--- config.mk ---
export PLATFORM = sky130hd
export DESIGN_NAME = sorted_insert_table_unit_flat
export DESIGN_NICKNAME = d
export VERILOG_FILES = /design/src/rtl/sit_pkg.sv /design/src/rtl/sit_item_if.sv /design/src/rtl/sit_result_if.sv /design/src/rtl/sit_datapath.sv /design/src/rtl/sit_ctrl.sv /design/src/rtl/sorted_insert_table_unit.sv /design/src/flat_wrapper.sv
export SDC_FILE = /design/constraint.sdc
export NUM_CORES = 1
export LEC_CHECK = 0
export BUFFER_PORTS_ARGS = -buffer_cell sky130_fd_sc_hd__buf_2
export CORE_MARGIN = 2
export CORE_UTILIZATION = 25
export DETAILED_ROUTE_END_ITERATION = 8
export PLACE_DENSITY = 0.37
export SLEW_MARGIN = 20
export SYNTH_ARGS = -nofsm -noshare
export SYNTH_HDL_FRONTEND = slang
export SYNTH_SLANG_ARGS = --single-unit
--- constraint.sdc ---
create_clock -name clk -period 5.3 [get_ports clk]
set_clock_uncertainty 0.1 [all_clocks]
set_input_delay 1.06 -clock clk [delete_from_list [all_inputs] [get_ports clk]]
set_output_delay 1.06 -clock clk [all_outputs]
set_load 0.02 [all_outputs]
--- src/rtl/sit_pkg.sv ---
`default_nettype none
// ----------------------------------------------------------------------------
// sit_pkg: shared types and constants for the sorted insert table
// Table geometry, field widths, mode codes and the control/status bundles
// that run between the controller and the datapath.
// ----------------------------------------------------------------------------
package sit_pkg;

  // table geometry and field widths
  localparam int DEPTH  = 16;
  localparam int IDX_W  = $clog2(DEPTH);
  localparam int CNT_W  = $clog2(DEPTH + 1);
  localparam int DATA_W = 32;

  // item modes
  localparam logic MODE_INSERT = 1'b0;
  localparam logic MODE_READ   = 1'b1;

  // controller -> datapath commands (one cycle each)
  typedef struct packed {
    logic load;        // capture a new item, clear results
    logic fetch;       // read entry at ptr, step ptr down
    logic shift;       // move fetched entry one slot up (or drop it)
    logic place_hole;  // store value above fetched entry (or drop it)
    logic place_zero;  // store value in slot zero
    logic rd_capture;  // fetched entry becomes read data
    logic count_inc;   // bump fill count unless full
    logic load_out;    // move results into the output register
  } sit_cmd_t;

  // datapath -> controller status
  typedef struct packed {
    logic mode_read;   // held item is a read
    logic empty;       // table holds no entries
    logic idx_past;    // read index at or beyond fill count
    logic gt;          // fetched entry is greater than the value
    logic cur_zero;    // fetched entry sits in slot zero
  } sit_status_t;

endpackage

`default_nettype wire

--- src/rtl/sit_item_if.sv ---
`default_nettype none
// ----------------------------------------------------------------------------
// sit_item_if: input item channel
// Valid/ready channel that carries one insert or read request.
// ----------------------------------------------------------------------------
interface sit_item_if
  import sit_pkg::*;
();
  logic                     valid;
  logic                     ready;
  logic                     mode;
  logic signed [DATA_W-1:0] value;
  logic        [IDX_W-1:0]  index;

  modport source (output valid, output mode, output value, output index, input ready);
  modport sink   (input valid, input mode, input value, input index, output ready);
endinterface

`default_nettype wire

--- src/rtl/sit_result_if.sv ---
`default_nettype none
// ----------------------------------------------------------------------------
// sit_result_if: result channel
// Valid/ready channel that carries one result per accepted item.
// ----------------------------------------------------------------------------
interface sit_result_if
  import sit_pkg::*;
();
  logic                     valid;
  logic                     ready;
  logic        [IDX_W-1:0]  position;
  logic        [CNT_W-1:0]  count_after;
  logic                     dropped;
  logic signed [DATA_W-1:0] dropped_value;
  logic signed [DATA_W-1:0] read_data;

  modport source (output valid, output position, output count_after, output dropped,
                  output dropped_value, output read_data, input ready);
  modport sink   (input valid, input position, input count_after, input dropped,
                  input dropped_value, input read_data, output ready);
endinterface

`default_nettype wire

--- src/rtl/sit_datapath.sv ---
`default_nettype none
// ----------------------------------------------------------------------------
// sit_datapath: entry memory, walk pointer and result registers
// Holds the sorted entries in a one-write/one-read memory, the fill count,
// the item being worked on, the result fields and the output register.
// ----------------------------------------------------------------------------
module sit_datapath
  import sit_pkg::*;
(
  input  wire logic                     clk,
  input  wire logic                     rst,
  input  wire sit_cmd_t                 cmd,
  output      sit_status_t              status,
  input  wire logic                     mode,
  input  wire logic signed [DATA_W-1:0] value,
  input  wire logic        [IDX_W-1:0]  index,
  output      logic        [IDX_W-1:0]  position,
  output      logic        [CNT_W-1:0]  count_after,
  output      logic                     dropped,
  output      logic signed [DATA_W-1:0] dropped_value,
  output      logic signed [DATA_W-1:0] read_data
);

  // entry store; slots at or past count are never read
  logic signed [DATA_W-1:0] mem [DEPTH];
  logic signed [DATA_W-1:0] rd_data;

  logic [CNT_W-1:0] count;
  logic [CNT_W-1:0] count_next;

  // held item
  logic                     item_mode;
  logic signed [DATA_W-1:0] item_val;
  logic        [IDX_W-1:0]  item_idx;

  // walk pointer (next read) and index of the fetched entry
  logic [IDX_W-1:0] ptr;
  logic [IDX_W-1:0] cur;
  logic [IDX_W-1:0] hole;
  logic             cur_top;

  // per-item results
  logic        [IDX_W-1:0]  res_position;
  logic                     res_dropped;
  logic signed [DATA_W-1:0] res_dvalue;
  logic signed [DATA_W-1:0] res_rdata;

  // memory write port
  logic                     wr_en;
  logic        [IDX_W-1:0]  wr_addr;
  logic signed [DATA_W-1:0] wr_data;

  assign hole    = cur + 1'b1;
  assign cur_top = (cur == IDX_W'(DEPTH - 1));

  // status back to the controller
  assign status.mode_read = (item_mode == MODE_READ);
  assign status.empty     = (count == '0);
  assign status.idx_past  = (CNT_W'(item_idx) >= count);
  assign status.gt        = (rd_data > item_val);
  assign status.cur_zero  = (cur == '0);

  // write port select; a move or place past the top slot is a drop
  always_comb begin
    wr_en   = 1'b0;
    wr_addr = hole;
    wr_data = rd_data;
    if (cmd.shift && !cur_top) begin
      wr_en = 1'b1;
    end
    if (cmd.place_hole && !cur_top) begin
      wr_en   = 1'b1;
      wr_data = item_val;
    end
    if (cmd.place_zero) begin
      wr_en   = 1'b1;
      wr_addr = '0;
      wr_data = item_val;
    end
  end

  // memory: one write, one registered read
  always_ff @(posedge clk) begin
    if (wr_en) begin
      mem[wr_addr] <= wr_data;
    end
    if (cmd.fetch) begin
      rd_data <= mem[ptr];
    end
  end

  // fill count
  always_comb begin
    count_next = count;
    if (cmd.count_inc && (count < CNT_W'(DEPTH))) begin
      count_next = count + 1'b1;
    end
  end

  always_ff @(posedge clk) begin
    if (rst) begin
      count <= '0;
    end else begin
      count <= count_next;
    end
  end

  // item, pointer and result registers
  always_ff @(posedge clk) begin
    if (cmd.load) begin
      item_mode    <= mode;
      item_val     <= value;
      item_idx     <= index;
      ptr          <= (mode == MODE_READ) ? index : IDX_W'(count - 1'b1);
      res_position <= '0;
      res_dropped  <= 1'b0;
      res_dvalue   <= '0;
      res_rdata    <= '0;
    end
    if (cmd.fetch) begin
      cur <= ptr;
      ptr <= ptr - 1'b1;
    end
    if (cmd.shift && cur_top) begin
      res_dropped <= 1'b1;
      res_dvalue  <= rd_data;
    end
    if (cmd.place_hole) begin
      if (cur_top) begin
        res_dropped  <= 1'b1;
        res_dvalue   <= item_val;
        res_position <= IDX_W'(DEPTH - 1);
      end else begin
        res_position <= hole;
      end
    end
    if (cmd.place_zero) begin
      res_position <= '0;
    end
    if (cmd.rd_capture) begin
      res_rdata <= rd_data;
    end
  end

  // output register
  always_ff @(posedge clk) begin
    if (cmd.load_out) begin
      position      <= res_position;
      count_after   <= count;
      dropped       <= res_dropped;
      dropped_value <= res_dvalue;
      read_data     <= res_rdata;
    end
  end

endmodule

`default_nettype wire

--- src/rtl/sit_ctrl.sv ---
`default_nettype none
// ----------------------------------------------------------------------------
// sit_ctrl: sequencer for the sorted insert table
// Accepts one item at a time, walks the table downward from the top entry,
// and hands the result to the output register when it is free.
// ----------------------------------------------------------------------------
module sit_ctrl
  import sit_pkg::*;
(
  input  wire logic        clk,
  input  wire logic        rst,
  input  wire logic        in_valid,
  output      logic        in_ready,
  output      logic        out_valid,
  input  wire logic        out_ready,
  input  wire sit_status_t status,
  output      sit_cmd_t    cmd
);

  typedef enum logic [2:0] {
    S_IDLE,
    S_START,
    S_WALK,
    S_PLACE,
    S_RDCAP,
    S_FINISH
  } state_t;

  state_t state;
  state_t state_next;

  // no transfer is taken while reset is held
  assign in_ready = (state == S_IDLE) && !rst;

  // commands and next state
  always_comb begin
    cmd        = '0;
    state_next = state;
    case (state)
      S_IDLE: begin
        if (in_valid) begin
          cmd.load   = 1'b1;
          state_next = S_START;
        end
      end
      S_START: begin
        if (status.mode_read) begin
          if (status.idx_past) begin
            state_next = S_FINISH;
          end else begin
            cmd.fetch  = 1'b1;
            state_next = S_RDCAP;
          end
        end else if (status.empty) begin
          state_next = S_PLACE;
        end else begin
          cmd.fetch  = 1'b1;
          state_next = S_WALK;
        end
      end
      // one entry per cycle: move it up, or drop the value in above it
      S_WALK: begin
        if (status.gt) begin
          cmd.shift = 1'b1;
          if (status.cur_zero) begin
            state_next = S_PLACE;
          end else begin
            cmd.fetch = 1'b1;
          end
        end else begin
          cmd.place_hole = 1'b1;
          cmd.count_inc  = 1'b1;
          state_next     = S_FINISH;
        end
      end
      S_PLACE: begin
        cmd.place_zero = 1'b1;
        cmd.count_inc  = 1'b1;
        state_next     = S_FINISH;
      end
      S_RDCAP: begin
        cmd.rd_capture = 1'b1;
        state_next     = S_FINISH;
      end
      S_FINISH: begin
        if (!out_valid || out_ready) begin
          cmd.load_out = 1'b1;
          state_next   = S_IDLE;
        end
      end
      default: begin
        state_next = S_IDLE;
      end
    endcase
  end

  // state and output valid
  always_ff @(posedge clk) begin
    if (rst) begin
      state     <= S_IDLE;
      out_valid <= 1'b0;
    end else begin
      state <= state_next;
      if (cmd.load_out) begin
        out_valid <= 1'b1;
      end else if (out_ready) begin
        out_valid <= 1'b0;
      end
    end
  end

endmodule

`default_nettype wire

--- src/rtl/sorted_insert_table_unit.sv ---
`default_nettype none
// ----------------------------------------------------------------------------
// sorted_insert_table_unit: ascending table of signed 32-bit entries
// Inserts values in order with overflow drop of the largest, and reads
// entries by index. Sequencer plus datapath with an entry memory.
// ----------------------------------------------------------------------------
//   channel | dir | payload                                            | flow
//   item    | in  | mode, value, index                                 | valid/ready
//   result  | out | position, count_after, dropped, dropped_value,     | valid/ready
//           |     | read_data                                          |
//
// An insert walks down from the top entry; each of the m entries greater
// than the new value is moved up (on a full table the top one is pushed
// out), then the value is placed. The walk reads one entry per cycle
// through the single memory read port. A read fetches and returns the
// indexed entry, or returns zero when the index is past the fill count.
// Reset (rst, synchronous) empties the table at once by clearing the count.
// A stalled result holds in the output register; the next item is accepted
// meanwhile and waits at its end until the register frees.
// ----------------------------------------------------------------------------
module sorted_insert_table_unit
  import sit_pkg::*;
(
  input wire logic   clk,
  input wire logic   rst,
  sit_item_if.sink   item,
  sit_result_if.source result
);

  sit_cmd_t    cmd;
  sit_status_t status;

  sit_ctrl u_ctrl (
    .clk       (clk),
    .rst       (rst),
    .in_valid  (item.valid),
    .in_ready  (item.ready),
    .out_valid (result.valid),
    .out_ready (result.ready),
    .status    (status),
    .cmd       (cmd)
  );

  sit_datapath u_datapath (
    .clk           (clk),
    .rst           (rst),
    .cmd           (cmd),
    .status        (status),
    .mode          (item.mode),
    .value         (item.value),
    .index         (item.index),
    .position      (result.position),
    .count_after   (result.count_after),
    .dropped       (result.dropped),
    .dropped_value (result.dropped_value),
    .read_data     (result.read_data)
  );

endmodule

`default_nettype wire

--- src/flat_wrapper.sv ---
// flat-port wrapper written by rule: the top's interface ports become plain ports
module sorted_insert_table_unit_flat import sit_pkg::*;
  (clk, rst, item_valid, item_mode, item_value, item_index, item_ready, result_valid, result_position, result_count_after, result_dropped, result_dropped_value, result_read_data, result_ready);
  sit_item_if item_i ();
  sit_result_if result_i ();
  input wire logic clk;
  input wire logic rst;
  input wire logic [$bits(item_i.valid)-1:0] item_valid;
  input wire logic [$bits(item_i.mode)-1:0] item_mode;
  input wire logic [$bits(item_i.value)-1:0] item_value;
  input wire logic [$bits(item_i.index)-1:0] item_index;
  output wire logic [$bits(item_i.ready)-1:0] item_ready;
  output wire logic [$bits(result_i.valid)-1:0] result_valid;
  output wire logic [$bits(result_i.position)-1:0] result_position;
  output wire logic [$bits(result_i.count_after)-1:0] result_count_after;
  output wire logic [$bits(result_i.dropped)-1:0] result_dropped;
  output wire logic [$bits(result_i.dropped_value)-1:0] result_dropped_value;
  output wire logic [$bits(result_i.read_data)-1:0] result_read_data;
  input wire logic [$bits(result_i.ready)-1:0] result_ready;
  assign item_i.valid = item_valid;
  assign item_i.mode = item_mode;
  assign item_i.value = item_value;
  assign item_i.index = item_index;
  assign item_ready = item_i.ready;
  assign result_valid = result_i.valid;
  assign result_position = result_i.position;
  assign result_count_after = result_i.count_after;
  assign result_dropped = result_i.dropped;
  assign result_dropped_value = result_i.dropped_value;
  assign result_read_data = result_i.read_data;
  assign result_i.ready = result_ready;
  sorted_insert_table_unit u_core (.clk(clk), .rst(rst), .item(item_i), .result(result_i));
endmodule
Word level (Yosys, flattened, before mapping) --
Memories as Yosys holds them, arrays and structs flattened. A register that Yosys moved wholly into a read port is not among the register bits. Index checks and enable logic that the tools add are counted.
Storage, ports and cells: memories 1, register bits after elaboration 197, bits in writable memories 512, input bits 41, output and inout port bits 76, logic and storage cells 101
Cells by class: $add $sub $neg 4, $lt $le $gt $ge 3, reductions and logical operators 18, muxes and demuxes 49, equal/unequal tests 9
Memories:
- u_core.u_datapath.mem | depth 16, bits a word 32, read ports 1, clocked after Yosys merged registers in 1, wr ports 1, RTL line sit_datapath.sv:25 | logic signed [DATA_W-1:0] mem [DEPTH];
Operator list (count):
- $mux 32 | 8
- $gt 32x32->1 | 1
- $mux 4 | 7
- $mux 1 | 24
- $mux 3 | 5
- $pmux 3 s5 | 1
- $reduce_bool 2->1 | 4
- $sub 4x1->4 const B | 2
- $eq 3x2->1 const B | 2
- $eq 3x3->1 const B | 2
- $add 5x1->5 const B | 1
- $ge 4x5->1 | 1
- $logic_and 1x1->1 | 5
- $logic_not 5->1 | 1
- $lt 5x5->1 const B | 1
- $add 4x1->4 const B | 1
- $eq 4x4->1 const B | 1
- $logic_not 4->1 | 1
- $mux 2 | 2
- $ne 2x2->1 const B | 2
- $pmux 1 s2 | 2
- $eq 3x1->1 const B | 1
- $logic_not 1->1 | 3
- $logic_not 3->1 | 1
- 4 further kinds | 4

Depth between registers and ports, before layout --
depth after elaboration 10, mapped depth 11, depth with buffers taken out 9

Cells and area by module --
A second synthesis with hierarchy kept.
Unflattened totals: cell total of the unflattened synthesis 1736, area, all modules 29379.4 µm²
By module, submodules not included:
- sit_datapath | cells an instance 1692, seq. area each 21710.8 µm², area an instance 29019.1 µm², instances 1
- sit_ctrl | cells an instance 44, seq. area each 80.1 µm², area an instance 360.3 µm², instances 1

Worst setup path after synthesis --
Ideal clock, no wire load.
path kind input -> register, from in result_ready, to reg u_core.u_datapath.count_after[0] (enable), arrival 4.498 ns, setup time 0.515 ns, data required time 4.685 ns, path buffers 0, stages on the path 2, path slack 0.188 ns, cells stage by stage nand2b_1 > nor2b_1
RTL lines:
- start, declared | RTL line flat_wrapper.sv:19 | input wire logic [$bits(result_i.ready)-1:0] result_ready;
- end signal, assigned | RTL line sit_datapath.sv:149 | count_after <= count;
- end, declared | RTL line sit_datapath.sv:18 | output logic [CNT_W-1:0] count_after,

Worst setup path in the final report --
from reg u_core.u_datapath.rd_data[15] (read register of u_core.u_datapath.mem), to mem u_core.u_datapath.mem[6][20], data pin
On the way: word-level cells in the longest chain between the ends 6
RTL lines:
- start, declared | RTL line sit_datapath.sv:26 | logic signed [DATA_W-1:0] rd_data;
- $gt 32x32->1 | RTL line sit_datapath.sv:60 | assign status.gt = (rd_data > item_val);
- $mux 1 | RTL line sit_ctrl.sv:63 | if (status.gt) begin
- $mux 2 | RTL line sit_ctrl.sv:39 | case (state)
- $logic_and 1x1->1 | RTL line sit_datapath.sv:71 | if (cmd.place_hole && !cur_top) begin
- $mux 32 | RTL line sit_datapath.sv:71
- $mux 32 | RTL line sit_datapath.sv:75 | if (cmd.place_zero) begin
- via u_core.u_datapath.wr_data[20] | RTL line sit_datapath.sv:51 | logic signed [DATA_W-1:0] wr_data;
- end, declared | RTL line sit_datapath.sv:25
The timed path passes the listed nets, and every way through them passes these cells.

==> results.md <==
* Setup bufs post-CTS at 0
* Drt total wl at 80560 µm
* Total via count in the routed design at 13750
* Crit path DAT at 4.68 ns
* Top cells by area, synth: edfxtp_1, mux4_2, dfxtp_1
* Final min period at 4.446 ns
* Clk buf depth at 3
* DP HPWL at 45460 µm
* First-pass GRT wire length at 113300 µm
* DRT Pass-1 Iters at 5
* Util after Layout at 29.94%
* Largest net degree at the start of global routing at 132
* CTS Buf Count at 85
* Clk_lat worst skew at 0.64 ns
* Ant diodes at 0
* Crit share post-route at 83.88%
* CP Launch Type: flop
* I/O pin cnt at 117
* Die footprint at 0.1179 mm²
* DRC at 0
* Area leader, netlist: edfxtp_1
* Area grow syn2layout at 18.89%
* Setup tns final at 0 ns
* FP Rows at 124
* Hold WC Path Type: flop to flop
* Post-DR wirelength/cell at 25.49 µm
* Sink Count at 741
* Core area at 0.1143 mm²
* Final net count at 1664
* Number of global-route vias before repair at 14690
* Worst hold slack at 0.3164 ns
* Die Height at 343.4 µm
* Post-Syn Area at 0.02880 mm²
* Overall Global Routing Usage at 13.73%
* Antenna violations before repair at 2
* IO buf count at 116
* Vias per inst at 4.352
* Root Driver: clkbuf_16
* Max Cap Violations at 0
* Crit. End Element: flop
* Power Total at 14.20 mW
* CTS tree: done
* Crit path kind: flop to flop
* Hold-fix buffers at CTS at 0
* CTS resizes at 0
* Synth unique cells at 51
* Highest clock rate at 0.2249 GHz
* Initial Util at 25.19%
* RSZ-0062 raised after global routing: false
* Post-route ant nets at 0
* Pins Over Slew Limit at 0
* Syn_nets at 1481
* GR Overflow Total at 0
* Seq cells post-synth at 741
* Die Wd at 343.4 µm
* Seq/Total Area, Yosys at 75.67%
* Cells after Synth at 1398
* # setup viols final at 0
* Max-slew headroom at 28.93%
* Leak at 11.24 nW
* Syn avg cell area at 20.60 µm²
* Run status: finished clean
* Initial drt markers at 900
* H-tree Lvls at 3
* Worst Path Required at 5.54 ns
* Hold Fails Final Rpt at 0
* Fraction of layout instances using a drive strength above 1 at 30.40%
* Clock slew at reported path FFs at 0.06 ns
* Share of the synthesized area in the top cell type at 72.47%
* Final Wtd Congestion at 0.7017
* Pwr Density at 414.9 mW/mm²
* Worst-margin pin slew at 1.066 ns
* YS warnings at 0
* Peak VDD IR at 0.0001829 V
* Crit-path max FO at 17
-- where the power goes --
part	switching (mW)	internal, mW	leakage [nW]	total [mW]
sequential	0.104	6.73	6.69	6.84
clock	2.34	3.36	1.31	5.70
combinational	0.988	0.682	3.24	1.67
total	3.44	10.8	11.2	14.2
-- cell type report --
class / instances / area, µm²
clock buffers: 103 / 2247
clock inverters: 51 / 445.4
fillers: 11120 / 80100
inverters: 47 / 176.4
multi-input cells: 548 / 6655
flip-flops and latches: 741 / 21790
well taps: 1512 / 1892
repair buffers: 158 / 1033
-- state kept, by name (all words and copies together), names as in the netlist, 5 cells and up --
| signal | flops |
|---|---|
| u_core.u_datapath.count | 5 |
| u_core.u_datapath.dropped_value | 32 |
| u_core.u_datapath.res_rdata | 32 |
| u_core.u_datapath.res_dvalue | 32 |
| u_core.u_datapath.mem | 512 |
| u_core.u_datapath.count_after | 5 |
| u_core.u_datapath.rd_data | 32 |
| u_core.u_datapath.item_val | 32 |
| u_core.u_datapath.read_data | 32 |
-- critical path, stage by stage (launching register included) --
cell and delay [ns]:
edfxtp_1 0.45, ha_1 0.46, nand4_2 0.23, nor4_2 0.85
o21ai_1 0.33, a31oi_1 0.38, o211ai_4 0.18, a31o_4 0.42
buf_4 0.30, mux2_4 0.42
-- path summary, 6_finish.rpt --
check                                                              startpoint                                        end  slack (ns)  cells past startpoint
worst max register to register        u_core.u_datapath.rd_data[15]$_DFFE_PP_     u_core.u_datapath.mem[6][20]$_DFFE_PP_        0.85                      9
worst max-delay path                  u_core.u_datapath.rd_data[15]$_DFFE_PP_     u_core.u_datapath.mem[6][20]$_DFFE_PP_        0.85                      9
worst min register to register  u_core.u_datapath.res_rdata[27]$_SDFFCE_PN0P_  u_core.u_datapath.read_data[27]$_DFFE_PP_        0.32                      0
worst min-delay path            u_core.u_datapath.res_rdata[27]$_SDFFCE_PN0P_  u_core.u_datapath.read_data[27]$_DFFE_PP_        0.32                      0
-- placed cells by master, fill, tap and decap left out, types with 30 or more instances in the layout --
cell,netlist,routed
ha_1,42,42
inv_1,47,46
edfxtp_1,695,695
dfxtp_1,46,46
mux4_2,160,160
buf_4,0,31
mux2_4,30,30
nand2_1,58,57
and2_1,35,34
o21ai_1,30,30
clkbuf_16,0,87
mux2i_1,42,42
buf_2,9,116
-- routing by layer --
metal | wire (µm) | track usage (%) | part of all wire [%] | up-vias
li1 | - | - | - | 6025
met1 | 36880 | 18.70 | 46 | 7372
met5 | 0 | 0 | 0 | -
met3 | 2997 | 2.045 | 3.7 | 90
met4 | 1321 | 3.557 | 1.6 | 0
met2 | 39360 | 22.96 | 49 | 264
-- cell families (layout without fill, tap and decap cells) --
kind of cell	count (synthesis)	after routing	synth area share [%]
AOI/OAI and AO/OA	86	86	1.747
muxes	237	237	15.73
DFF	741	741	75.67
xor gates and xnor gates	7	7	0.2129
adders and majority gates	42	42	1.825
and+or+nand+nor	176	176	3.046
buffers and inverters	109	359	1.773
-- cells in the mapped netlist (all sizes together) --
| cell type | count |
|---|---|
| xor2 | 1 |
| nor3b | 2 |
| a22oi | 1 |
| mux2i | 42 |
| nand2 | 59 |
| o211ai | 3 |
| or2b | 1 |
| edfxtp | 695 |
| mux4 | 160 |
| o31ai | 1 |
| nand2b | 7 |
| nor2 | 38 |
| a211o | 1 |
| ha | 42 |
| or3 | 1 |
| nand3 | 9 |
| and2 | 35 |
| dfxtp | 46 |
| nor2b | 3 |
| clkbuf | 40 |
| inv | 47 |
| xnor2 | 6 |
| a21oi | 24 |
| nor3 | 5 |
| nor4 | 5 |
| or3b | 1 |
| nand3b | 2 |
| buf | 22 |
| mux2 | 35 |
| a31o | 2 |
| o22ai | 1 |
| o21ai | 41 |
| a211oi | 4 |
| nand4 | 8 |
| o21a | 1 |
| a2111oi | 1 |
| a31oi | 3 |
| a21o | 3 |
-- through the flow --
step	instances	setup slack (ns)	instance area, µm²
final	3160	0.8544	34240
after CTS	3159	0.7618	34220
after floorplan	1398	0.1877	28800
after global routing	3160	0.7487	34240
after global placement	3005	0.7871	31530
after detailed placement	3005	0.8081	31530
Power figures use the tool's default switching activity.
